--- src/rtl/pmu_pkg.sv ---
// Package: shared types, constants and codes of the pulse period speed meter.
`timescale 1ns / 1ps
`default_nettype none
package pmu_pkg;

    localparam int CAPTURE_W   = 16;
    localparam int NUMER_W     = 32;
    localparam int INTERVAL_W  = 8;
    localparam int SPEED_W     = 20;
    localparam int DIGIT_W     = 4;
    localparam int NUM_DIGITS  = 6;
    localparam int BCD_W       = DIGIT_W * NUM_DIGITS;
    localparam int IN_DATA_W   = 16;
    localparam int OUT_DATA_W  = 48;
    localparam int CFG_IDX_W   = 2;
    localparam int CFG_DATA_W  = 32;

    localparam logic [SPEED_W-1:0] SPEED_MAX = SPEED_W'(999999);

    localparam logic [NUMER_W-1:0]    NUMER_RESET    = NUMER_W'(58437400);
    localparam logic [INTERVAL_W-1:0] INTERVAL_RESET = INTERVAL_W'(101);

    // Register indexes on the config port
    localparam logic [CFG_IDX_W-1:0] REG_SPEED_NUMERATOR  = CFG_IDX_W'(0);
    localparam logic [CFG_IDX_W-1:0] REG_DISPLAY_INTERVAL = CFG_IDX_W'(1);

    // Iterative unit step counts
    localparam int STEP_W    = 5;
    localparam int DIV_STEPS = NUMER_W;
    localparam int BCD_STEPS = SPEED_W;

    // Queue between front and back
    localparam int Q_DEPTH = 2;
    localparam int Q_PTR_W = 1;
    localparam int Q_CNT_W = 2;

    typedef struct packed {
        logic [CAPTURE_W-1:0] interval;
        logic                 is_zero;
        logic                 update;
    } queue_entry_t;

    typedef struct packed {
        logic full;
        logic empty;
    } queue_status_t;

    typedef enum logic [2:0] {
        BK_IDLE,
        BK_DIV,
        BK_SAT,
        BK_BCD,
        BK_DONE
    } back_state_t;

endpackage
`default_nettype wire

--- src/rtl/pmu_front.sv ---
// Front end: input transfer, elapsed tick count and display update pacing.
`timescale 1ns / 1ps
`default_nettype none
module pmu_front
    import pmu_pkg::*;
(
    input  wire logic                  clk,
    input  wire logic                  rst_n,
    input  wire logic                  s_axis_tvalid,
    output logic                       s_axis_tready,
    input  wire logic [IN_DATA_W-1:0]  s_axis_tdata,
    input  wire logic [INTERVAL_W-1:0] display_interval,
    input  wire queue_status_t         q_status,
    output logic                       q_push,
    output queue_entry_t               q_entry
);

    logic [CAPTURE_W-1:0]  last_capture_reg, last_capture_next;
    logic [INTERVAL_W-1:0] pulse_count_reg, pulse_count_next;
    logic [CAPTURE_W-1:0]  now;
    logic [CAPTURE_W-1:0]  interval;
    logic                  update;

    assign s_axis_tready = !q_status.full;
    assign q_push        = s_axis_tvalid && s_axis_tready;

    assign now      = s_axis_tdata[CAPTURE_W-1:0];
    assign interval = now - last_capture_reg;   // wraps modulo 2^16
    assign update   = (pulse_count_reg >= display_interval);

    always_comb
    begin
        q_entry.interval = interval;
        q_entry.is_zero  = (interval == '0);
        q_entry.update   = update;
    end

    always_comb
    begin
        last_capture_next = last_capture_reg;
        pulse_count_next  = pulse_count_reg;
        if (q_push)
        begin
            last_capture_next = now;
            pulse_count_next  = update ? INTERVAL_W'(1) : pulse_count_reg + INTERVAL_W'(1);
        end
    end

    always_ff @(posedge clk or negedge rst_n)
    begin
        if (!rst_n)
        begin
            last_capture_reg <= '0;
            pulse_count_reg  <= '0;
        end
        else
        begin
            last_capture_reg <= last_capture_next;
            pulse_count_reg  <= pulse_count_next;
        end
    end

endmodule
`default_nettype wire

--- src/rtl/pmu_queue.sv ---
// Two-entry queue decoupling the front end from the divide/convert back end.
`timescale 1ns / 1ps
`default_nettype none
module pmu_queue
    import pmu_pkg::*;
(
    input  wire logic         clk,
    input  wire logic         rst_n,
    input  wire logic         push,
    input  wire queue_entry_t push_entry,
    input  wire logic         pop,
    output queue_entry_t      head,
    output queue_status_t     status
);

    queue_entry_t       mem_reg [Q_DEPTH];
    logic [Q_PTR_W-1:0] wr_ptr_reg, wr_ptr_next;
    logic [Q_PTR_W-1:0] rd_ptr_reg, rd_ptr_next;
    logic [Q_CNT_W-1:0] count_reg, count_next;

    assign head         = mem_reg[rd_ptr_reg];
    assign status.full  = (count_reg == Q_CNT_W'(Q_DEPTH));
    assign status.empty = (count_reg == '0);

    always_comb
    begin
        wr_ptr_next = push ? wr_ptr_reg + Q_PTR_W'(1) : wr_ptr_reg;
        rd_ptr_next = pop  ? rd_ptr_reg + Q_PTR_W'(1) : rd_ptr_reg;
        count_next  = count_reg;
        if (push && !pop)
            count_next = count_reg + Q_CNT_W'(1);
        else if (pop && !push)
            count_next = count_reg - Q_CNT_W'(1);
    end

    always_ff @(posedge clk or negedge rst_n)
    begin
        if (!rst_n)
        begin
            wr_ptr_reg <= '0;
            rd_ptr_reg <= '0;
            count_reg  <= '0;
        end
        else
        begin
            wr_ptr_reg <= wr_ptr_next;
            rd_ptr_reg <= rd_ptr_next;
            count_reg  <= count_next;
        end
    end

    always_ff @(posedge clk)
    begin
        if (push)
            mem_reg[wr_ptr_reg] <= push_entry;
    end

endmodule
`default_nettype wire

--- src/rtl/pmu_back.sv ---
// Back end: radix-2 divider, saturation, binary-to-BCD converter, output register.
`timescale 1ns / 1ps
`default_nettype none
module pmu_back
    import pmu_pkg::*;
(
    input  wire logic                  clk,
    input  wire logic                  rst_n,
    input  wire logic [NUMER_W-1:0]    speed_numerator,
    input  wire queue_entry_t          q_head,
    input  wire queue_status_t         q_status,
    output logic                       q_pop,
    output logic                       m_axis_tvalid,
    input  wire logic                  m_axis_tready,
    output logic [OUT_DATA_W-1:0]      m_axis_tdata
);

    back_state_t          state_reg, state_next;
    logic [STEP_W-1:0]    step_reg, step_next;
    logic [CAPTURE_W-1:0] div_reg;
    logic [CAPTURE_W-1:0] rem_reg;
    logic [NUMER_W-1:0]   quo_reg;
    logic [SPEED_W-1:0]   speed_reg;
    logic [SPEED_W-1:0]   bin_reg;
    logic [BCD_W-1:0]     bcd_reg;
    logic                 sat_reg;
    logic                 upd_reg;
    logic                 out_valid_reg, out_valid_next;
    logic [OUT_DATA_W-1:0] out_data_reg;

    logic                 start;
    logic                 load_out;
    logic                 step_last_div;
    logic                 step_last_bcd;

    logic [CAPTURE_W:0]   trial;
    logic                 fits;
    logic [BCD_W-1:0]     bcd_adj;

    assign step_last_div = (step_reg == STEP_W'(DIV_STEPS - 1));
    assign step_last_bcd = (step_reg == STEP_W'(BCD_STEPS - 1));

    // one restoring divide step
    assign trial = {rem_reg, quo_reg[NUMER_W-1]};
    assign fits  = (trial >= {1'b0, div_reg});

    // add-3 on every digit of 5 or more before the shift
    always_comb
    begin
        for (int d = 0; d < NUM_DIGITS; d++)
        begin
            if (bcd_reg[d*DIGIT_W +: DIGIT_W] >= DIGIT_W'(5))
                bcd_adj[d*DIGIT_W +: DIGIT_W] = bcd_reg[d*DIGIT_W +: DIGIT_W] + DIGIT_W'(3);
            else
                bcd_adj[d*DIGIT_W +: DIGIT_W] = bcd_reg[d*DIGIT_W +: DIGIT_W];
        end
    end

    // next state
    always_comb
    begin
        state_next = state_reg;
        unique case (state_reg)
            BK_IDLE:
                if (!q_status.empty)
                    state_next = q_head.is_zero ? BK_BCD : BK_DIV;
            BK_DIV:
                if (step_last_div)
                    state_next = BK_SAT;
            BK_SAT:
                state_next = BK_BCD;
            BK_BCD:
                if (step_last_bcd)
                    state_next = BK_DONE;
            BK_DONE:
                if (!out_valid_reg || m_axis_tready)
                    state_next = BK_IDLE;
            default:
                state_next = BK_IDLE;
        endcase
    end

    // control outputs
    always_comb
    begin
        start    = 1'b0;
        load_out = 1'b0;
        unique case (state_reg)
            BK_IDLE: start    = !q_status.empty;
            BK_DONE: load_out = !out_valid_reg || m_axis_tready;
            default: ;
        endcase
    end

    assign q_pop = start;

    always_comb
    begin
        step_next = '0;
        if ((state_reg == BK_DIV && !step_last_div) || (state_reg == BK_BCD && !step_last_bcd))
            step_next = step_reg + STEP_W'(1);
    end

    always_comb
    begin
        out_valid_next = out_valid_reg;
        if (load_out)
            out_valid_next = 1'b1;
        else if (m_axis_tready)
            out_valid_next = 1'b0;
    end

    always_ff @(posedge clk or negedge rst_n)
    begin
        if (!rst_n)
        begin
            state_reg     <= BK_IDLE;
            step_reg      <= '0;
            out_valid_reg <= 1'b0;
        end
        else
        begin
            state_reg     <= state_next;
            step_reg      <= step_next;
            out_valid_reg <= out_valid_next;
        end
    end

    // datapath
    always_ff @(posedge clk)
    begin
        if (start)
        begin
            div_reg <= q_head.interval;
            rem_reg <= '0;
            quo_reg <= speed_numerator;
            upd_reg <= q_head.update;
            bcd_reg <= '0;
            sat_reg <= q_head.is_zero;
            speed_reg <= SPEED_MAX;
            bin_reg   <= SPEED_MAX;
        end
        else if (state_reg == BK_DIV)
        begin
            rem_reg <= fits ? trial[CAPTURE_W-1:0] - div_reg : trial[CAPTURE_W-1:0];
            quo_reg <= {quo_reg[NUMER_W-2:0], fits};
        end
        else if (state_reg == BK_SAT)
        begin
            if (quo_reg > NUMER_W'(SPEED_MAX))
            begin
                sat_reg   <= 1'b1;
                speed_reg <= SPEED_MAX;
                bin_reg   <= SPEED_MAX;
            end
            else
            begin
                sat_reg   <= 1'b0;
                speed_reg <= quo_reg[SPEED_W-1:0];
                bin_reg   <= quo_reg[SPEED_W-1:0];
            end
        end
        else if (state_reg == BK_BCD)
        begin
            bcd_reg <= {bcd_adj[BCD_W-2:0], bin_reg[SPEED_W-1]};
            bin_reg <= {bin_reg[SPEED_W-2:0], 1'b0};
        end
    end

    always_ff @(posedge clk)
    begin
        if (load_out)
            out_data_reg <= {2'b00, upd_reg, bcd_reg[3:0], bcd_reg[7:4], bcd_reg[11:8],
                             bcd_reg[15:12], bcd_reg[19:16], bcd_reg[23:20],
                             sat_reg, speed_reg};
    end

    assign m_axis_tvalid = out_valid_reg;
    assign m_axis_tdata  = out_data_reg;

endmodule
`default_nettype wire

--- src/rtl/pulse_period_speed_meter_unit.sv ---
// Top level: config registers, front end, queue and back end of the speed meter.
//
//  channel   dir  handshake                   payload
//  s_axis    in   s_axis_tvalid/tready        tdata[15:0] capture_time
//  m_axis    out  m_axis_tvalid/tready        tdata[45:0] speed, flags, six BCD digits
//  cfg       in   cfg_valid/cfg_ready         cfg_index (0 numerator, 1 interval), cfg_data
//
// Each capture goes through the back end in order: a queue pop, the radix-2
// divider (one quotient bit a cycle), saturation, the shift-add-3 BCD converter
// and an output register load; a zero interval skips divider and saturation. The
// back end ends one capture before it takes the next, so its loop sets the rate.
// Reset (rst_n low, asynchronous) clears the last capture, the pulse counter, the
// queue and the output valid, and loads the config reset values.
// The two-entry queue lets captures be taken while the back end works; the output
// register holds a finished transfer while m_axis_tready is low and the back end
// waits in its final state until the register frees up.
`timescale 1ns / 1ps
`default_nettype none
module pulse_period_speed_meter_unit
    import pmu_pkg::*;
(
    input  wire logic                  clk,
    input  wire logic                  rst_n,
    input  wire logic                  s_axis_tvalid,
    output logic                       s_axis_tready,
    input  wire logic [IN_DATA_W-1:0]  s_axis_tdata,   // [15:0] capture_time
    output logic                       m_axis_tvalid,
    input  wire logic                  m_axis_tready,
    // [19:0] speed_e4, [20] saturated, [24:21] tens_digit, [28:25] ones_digit,
    // [32:29] tenths_digit, [36:33] hundredths_digit, [40:37] thousandths_digit,
    // [44:41] myriadths_digit, [45] display_update, [47:46] zero
    output logic [OUT_DATA_W-1:0]      m_axis_tdata,
    input  wire logic                  cfg_valid,
    output logic                       cfg_ready,
    input  wire logic [CFG_IDX_W-1:0]  cfg_index,
    input  wire logic [CFG_DATA_W-1:0] cfg_data
);

    logic [NUMER_W-1:0]    numer_reg, numer_next;
    logic [INTERVAL_W-1:0] interval_reg, interval_next;

    queue_status_t q_status;
    queue_entry_t  q_push_entry;
    queue_entry_t  q_head;
    logic          q_push;
    logic          q_pop;

    // config writes are always taken; unknown indexes are dropped
    assign cfg_ready = 1'b1;

    always_comb
    begin
        numer_next    = numer_reg;
        interval_next = interval_reg;
        if (cfg_valid)
        begin
            unique case (cfg_index)
                REG_SPEED_NUMERATOR:  numer_next    = cfg_data[NUMER_W-1:0];
                REG_DISPLAY_INTERVAL: interval_next = cfg_data[INTERVAL_W-1:0];
                default: ;
            endcase
        end
    end

    always_ff @(posedge clk or negedge rst_n)
    begin
        if (!rst_n)
        begin
            numer_reg    <= NUMER_RESET;
            interval_reg <= INTERVAL_RESET;
        end
        else
        begin
            numer_reg    <= numer_next;
            interval_reg <= interval_next;
        end
    end

    pmu_front u_front (
        .clk              (clk),
        .rst_n            (rst_n),
        .s_axis_tvalid    (s_axis_tvalid),
        .s_axis_tready    (s_axis_tready),
        .s_axis_tdata     (s_axis_tdata),
        .display_interval (interval_reg),
        .q_status         (q_status),
        .q_push           (q_push),
        .q_entry          (q_push_entry)
    );

    pmu_queue u_queue (
        .clk        (clk),
        .rst_n      (rst_n),
        .push       (q_push),
        .push_entry (q_push_entry),
        .pop        (q_pop),
        .head       (q_head),
        .status     (q_status)
    );

    pmu_back u_back (
        .clk             (clk),
        .rst_n           (rst_n),
        .speed_numerator (numer_reg),
        .q_head          (q_head),
        .q_status        (q_status),
        .q_pop           (q_pop),
        .m_axis_tvalid   (m_axis_tvalid),
        .m_axis_tready   (m_axis_tready),
        .m_axis_tdata    (m_axis_tdata)
    );

endmodule
`default_nettype wire

--- config.mk ---
export PLATFORM = sky130hd
export DESIGN_NAME = pulse_period_speed_meter_unit
export DESIGN_NICKNAME = d
export VERILOG_FILES = /design/src/rtl/pmu_pkg.sv /design/src/rtl/pmu_front.sv /design/src/rtl/pmu_queue.sv /design/src/rtl/pmu_back.sv /design/src/rtl/pulse_period_speed_meter_unit.sv
export SDC_FILE = /design/constraint.sdc
export NUM_CORES = 1
export LEC_CHECK = 0
export BUFFER_PORTS_ARGS = -buffer_cell sky130_fd_sc_hd__buf_4
export CAP_MARGIN = 20
export CORE_ASPECT_RATIO = 1.1
export CORE_UTILIZATION = 25
export CTS_CLUSTER_DIAMETER = 100
export DETAILED_ROUTE_END_ITERATION = 8
export SLEW_MARGIN = 20
export SYNTH_ARGS = -nofsm -noshare
export SYNTH_HDL_FRONTEND = slang
export SYNTH_SLANG_ARGS = --single-unit
--- constraint.sdc ---
create_clock -name clk -period 3.7 [get_ports clk]
set_clock_uncertainty 0.15 [all_clocks]
set_input_delay 0.37 -clock clk [delete_from_list [all_inputs] [get_ports clk]]
set_output_delay 0.37 -clock clk [all_outputs]
set_load 0.05 [all_outputs]
### After elaboration in Yosys (flattened, before gate mapping)

Memory sizes are Yosys's and may differ from the RTL's.
Index checks and enable logic that the tools add are counted.

| storage, ports and cells | value |
|---|---|
| bits in writable memories | 36 |
| register bits | 253 |
| input bits | 55 |
| memories kept | 1 |

| operators by class | value |
|---|---|
| muxes and demuxes | 32 |
| add/subtract/negate cells | 14 |
| eq/ne operators | 13 |
| bitwise gates (word level) | 2 |
| reductions and logical operators | 30 |
| magnitude comparators | 9 |

Memory list:

| name | depth | bits a word | rd ports | clocked after Yosys merged registers in | write ports | line | RTL |
|---|---|---|---|---|---|---|---|
| u_queue.mem_reg | 2 | 18 | 1 | 0 | 1 | pmu_queue.sv:16 | `queue_entry_t mem_reg [Q_DEPTH];` |

Operator list:

| kind | number |
|---|---|
| 32-bit 2-to-1 mux | 2 |
| 20-bit 2-to-1 mux | 3 |
| 32-bit by 20-bit greater-than comparator with 1-bit output (second input constant) | 1 |
| 16-bit subtractor | 2 |
| 4-bit by 3-bit >= comparator with 1-bit output (second input constant) | 6 |
| 4-bit by 2-bit adder with 4-bit output (second input constant) | 5 |
| 4-bit 2-to-1 mux | 5 |
| 17-bit by 16-bit >= comparator with 1-bit output | 1 |
| 16-bit logical NOT | 1 |
| 16-bit 2-to-1 mux | 1 |
| 3-bit 2-to-1 mux | 5 |
| 3-bit case mux with 5 select lines | 1 |
| 5-bit equality test (second input constant) | 2 |
| 1-bit 2-to-1 mux | 10 |
| 2-bit AND reduction | 5 |
| 2-bit nonzero test | 5 |
| 8-bit by 1-bit adder with 8-bit output (second input constant) | 1 |
| 8-bit >= comparator | 1 |
| 8-bit 2-to-1 mux | 1 |
| 1-bit logical NOT | 7 |
| 3-bit by 2-bit equality test with 1-bit output (second input constant) | 2 |
| 2-bit 2-to-1 mux | 3 |
| 2-bit by 1-bit inequality test with 1-bit output (second input constant) | 3 |
| 5-bit by 1-bit adder with 5-bit output (second input constant) | 1 |
| other kinds (17) | 26 |

### Longest topological paths before layout

| depth | value |
|---|---|
| depth in word-level cells | 7 |
| depth in mapped cells | 12 |
| depth with buffers taken out | 11 |

### Modules after synthesis

From an unflattened synthesis, not the netlist that was laid out.

| unflattened totals | value |
|---|---|
| cells, all modules | 1,191 |
| area total of the unflattened synthesis | 13,183.9 µm² |

Modules (own cells, without submodules):

| module | instances | cells an instance | area an instance (µm²) |
|---|---|---|---|
| pmu_back | 1 | 800 | 8,172.8 |
| pmu_front | 1 | 232 | 1,928.1 |
| pulse_period_speed_meter_unit | 1 | 87 | 1,547.7 |
| pmu_queue | 1 | 72 | 1,535.2 |

### Worst setup path after synthesis

Ideal clock, no wire load.

| timing path | value |
|---|---|
| kind | input to register |
| from | in s_axis_tdata[0] |
| to | mem u_queue.mem_reg[0][1] (netlist bit), data pin |
| setup time | 182 ps |
| stages | 11 |
| arrival | 2,836 ps |
| path buffers | 0 |
| path slack | 533 ps |
| path through | inv_1 -> ha_1 -> fa_1 -> nand2b_1 -> a21oi_1 -> nand4b_1 -> nand2_1 -> xnor2_1 -> or4_1 -> or4_1 -> nor4_2 |

RTL lines:

| what | line | RTL |
|---|---|---|
| start: declaration | pulse_period_speed_meter_unit.sv:26 | `input wire logic [IN_DATA_W-1:0] s_axis_tdata,` |
| end: declaration | pmu_queue.sv:16 |  |

==> results_dict.tcl <==
set metrics [dict create \
    power_density_nw_per_um2 831.0 \
    antenna_found_initial 0 \
    wire_per_inst_um 13.24 \
    drt_iter0_drc 525 \
    period_minus_slack_ps 3482 \
    hold_viol_final 0 \
    die_h_um 239.2 \
    critPathTopFamily "simple AND/OR/NAND/NOR gates" \
    avgSynthCellArea_um2 10.80 \
    io_pins 106 \
    stdcell_area_um2 15890 \
    ys_top_cells_by_count "nand2_1 (230), edfxtp_1 (132), o21ai_0 (87)" \
    largest_reg_flops 46 \
    worstPathArrival_ps 3730 \
    synth-edff-count 132 \
    critical_path_required_ps 3950 \
    hold_start "s_axis_tvalid" \
    synth_top_area_share 0.3101 \
    report.final.setup_viol 0 \
    path_common_cell "or4_1" \
    clk_path_buf_depth 3 \
    nets 1456 \
    crit_path_max_fanout 3 \
    cts_setup_buffers 0 \
    netlist_instances 1184 \
    vdd_drop_max_uv 410.0 \
    grt_usage 0.1048 \
    start_util 0.2544 \
    dp.cells 1921 \
    crit_start "s_axis_tdata[0]" \
    drtAntennaViolNets 0 \
    use_met3 0.01628 \
    cts_tree "yes" \
    rsz0062_at_grt "false" \
    worstPathCellList "dlygate4sd3_1, buf_4, inv_1, ha_1, fa_1, nand2b_1, a21oi_1, nand4b_1, nand2_1, xnor2_1, or4_1, or4_1, nor4_2" \
    placed_area_um2 14330 \
    viasPerCell 4.349 \
    synth_flop_cell "edfxtp_1" \
    timing.critical_path.to_type "flop" \
    synth_warnings 0 \
    finalPower_mw 13.20 \
    htreeDepth 1 \
    insertion_delay_ps 580 \
    cap_violations 0 \
    globalRoute.busiestLayer "met2" \
    root_buffer "clkbuf_16" \
    cp_num_buf_inv 3 \
    fmax_ghz 0.2872 \
    met2_usage 0.1728 \
    ys_types 62 \
    hpwl_mm 18.61 \
    finalNonFillerCells 2029 \
    rows 86 \
    fin_tns_setup_ps 0 \
    diodes 0 \
    drive_gt1_frac 0.1855 \
    grt_max_degree 61 \
    cp-start-kind "input port" \
    yosysMostFrequentCell "nand2_1" \
    clkTransAtPathRegs_ps 60 \
    wirelength_mm 26.87 \
    netlist.top_cell.by_area "edfxtp_1" \
    leakagePower_nw 6.420 \
    r2r_start "u_front.last_capture_reg[0]" \
    tightest_slew_ps 931.1 \
    ys_ff_latch 289 \
    hold_path_class "input port to flop" \
    clock-sinks 289 \
    die_w_um 217.6 \
    crit_path_max_incr_delay_ps 530 \
    io_buffers 102 \
    grt_use_met1 0.1389 \
    die_area_um2 52040 \
    num_vias 8824 \
    gp_congestion 0.8093 \
    max_slew_margin 0.3793 \
    firstDrtPassIters 4 \
    ctsResizeCount 0 \
    synth-seq-area-share 0.5880 \
    drv_slew 0 \
    fin_crit_sh 0.9412 \
    cp_slowest_cell "or4_1" \
    grt_pass1_vias 8839 \
    cts_made_buffers 31 \
    syn-cell-area_um2 12780 \
    synthTopCellsByArea "edfxtp_1 (31%), dfxtp_1 (13%), dfrtp_1 (11%)" \
    core_area_um2 50250 \
    grt_remaining_overflow 0 \
    drc_errors 0 \
    area_growth_pct 24.26 \
    grt_first_pass_wirelength_mm 44.62 \
    crit_type "input port to flop" \
    status "completed" \
    n_fill_cell 5056 \
    async_flop_share 0.2664 \
]
==> cell usage in the layout (no fill, tap or decap), types with 4 or more instances in the layout <==
cell           count
dfrtp_1           57
nor4_1             4
dfxtp_1           80
a31oi_1            8
a21boi_0           4
nand3_1           30
dlygate4sd3_1     50
mux2_2            57
a22oi_1            8
nor3_1            16
a21oi_1           54
clkbuf_1          11
edfxtp_1         132
xnor2_1           30
a22o_1             6
dfstp_2           20
o21ai_0           87
nor2_1            74
o21bai_1           4
mux2i_1            6
ha_1              55
and3_1             4
o21a_1             4
nand2_1          230
buf_4            117
nor2b_1            9
nand2b_1          17
inv_1             68
or4_1              6
xor2_1            16
clkbuf_8           5
clkbuf_16         33
==> through the flow <==
step                hold WS, ps  utilization  setup slack (ps)
detailed placement        260.7       0.2852             157.6
CTS                       79.14       0.3160             243.0
floorplan                -75.59            -             532.5
global route              127.2       0.3161             21.20
finish                    99.02       0.3161             217.5
global placement          256.4       0.2852             221.7
==> logic make-up after synthesis <==
| kind of cell | synth area share |
|---|---|
| buffers and inverters | 0.03357 |
| XOR/XNOR | 0.03152 |
| multiplexers | 0.05491 |
| AND/OR/NAND/NOR | 0.1397 |
| adder cells (fa/ha/maj) | 0.05696 |
| AO/OA/AOI/OAI | 0.09475 |
| flip-flops | 0.5880 |
| other | 0.0005875 |
==> tightest hold or removal path, delay by kind of cell <==
family	cells	cell delay, ps
buffers and inverters	1	80
AND/OR/NAND/NOR	3	330
==> final timing paths <==
kind	cells after the start	slack, ps	end
max	13	220	u_queue.mem_reg[0][1]
min	4	100	u_front.last_capture_reg[15]
max reg2reg	10	290	u_queue.mem_reg[0][1]
min reg2reg	0	270	u_back.m_axis_tdata[45]
max in group asynchronous	3	2250	interval_reg[0]
min in group asynchronous	2	280	numer_reg[12]
==> repair_timing <==
| item | CTS | global route |
|---|---|---|
| hold buffers | 50 | 0 |
| hold endpoints to repair | 102 | 0 |
| setup endpoints to repair | 0 | 0 |
==> layout make-up <==
cell class / instances / area (um2) / share of cell area
timing repair buffer: 167 / 1379 / 0.08680
sequential: 289 / 7517 / 0.4732
clock inverter: 9 / 111.4 / 0.007010
inverter: 70 / 262.8 / 0.01654
multi-input combinational: 785 / 4853 / 0.3055
clock buffer: 49 / 935.9 / 0.05892
tap: 660 / 825.8 / 0.05198
==> routing by layer <==
metal  vias to the layer above  part of all wire
met5                         -                 0
met4                         0             0.024
met3                        50             0.039
met2                       148              0.46
met1                      4207              0.48
li1                       4419                 -
==> where the power goes <==
group	switching (mW)	total, mW	internal (mW)
clock network	1.29	3.16	1.88
logic	2.94	4.72	1.77
registers	0.551	5.32	4.77
total	4.78	13.2	8.42
(Power assumes the default switching activity.)
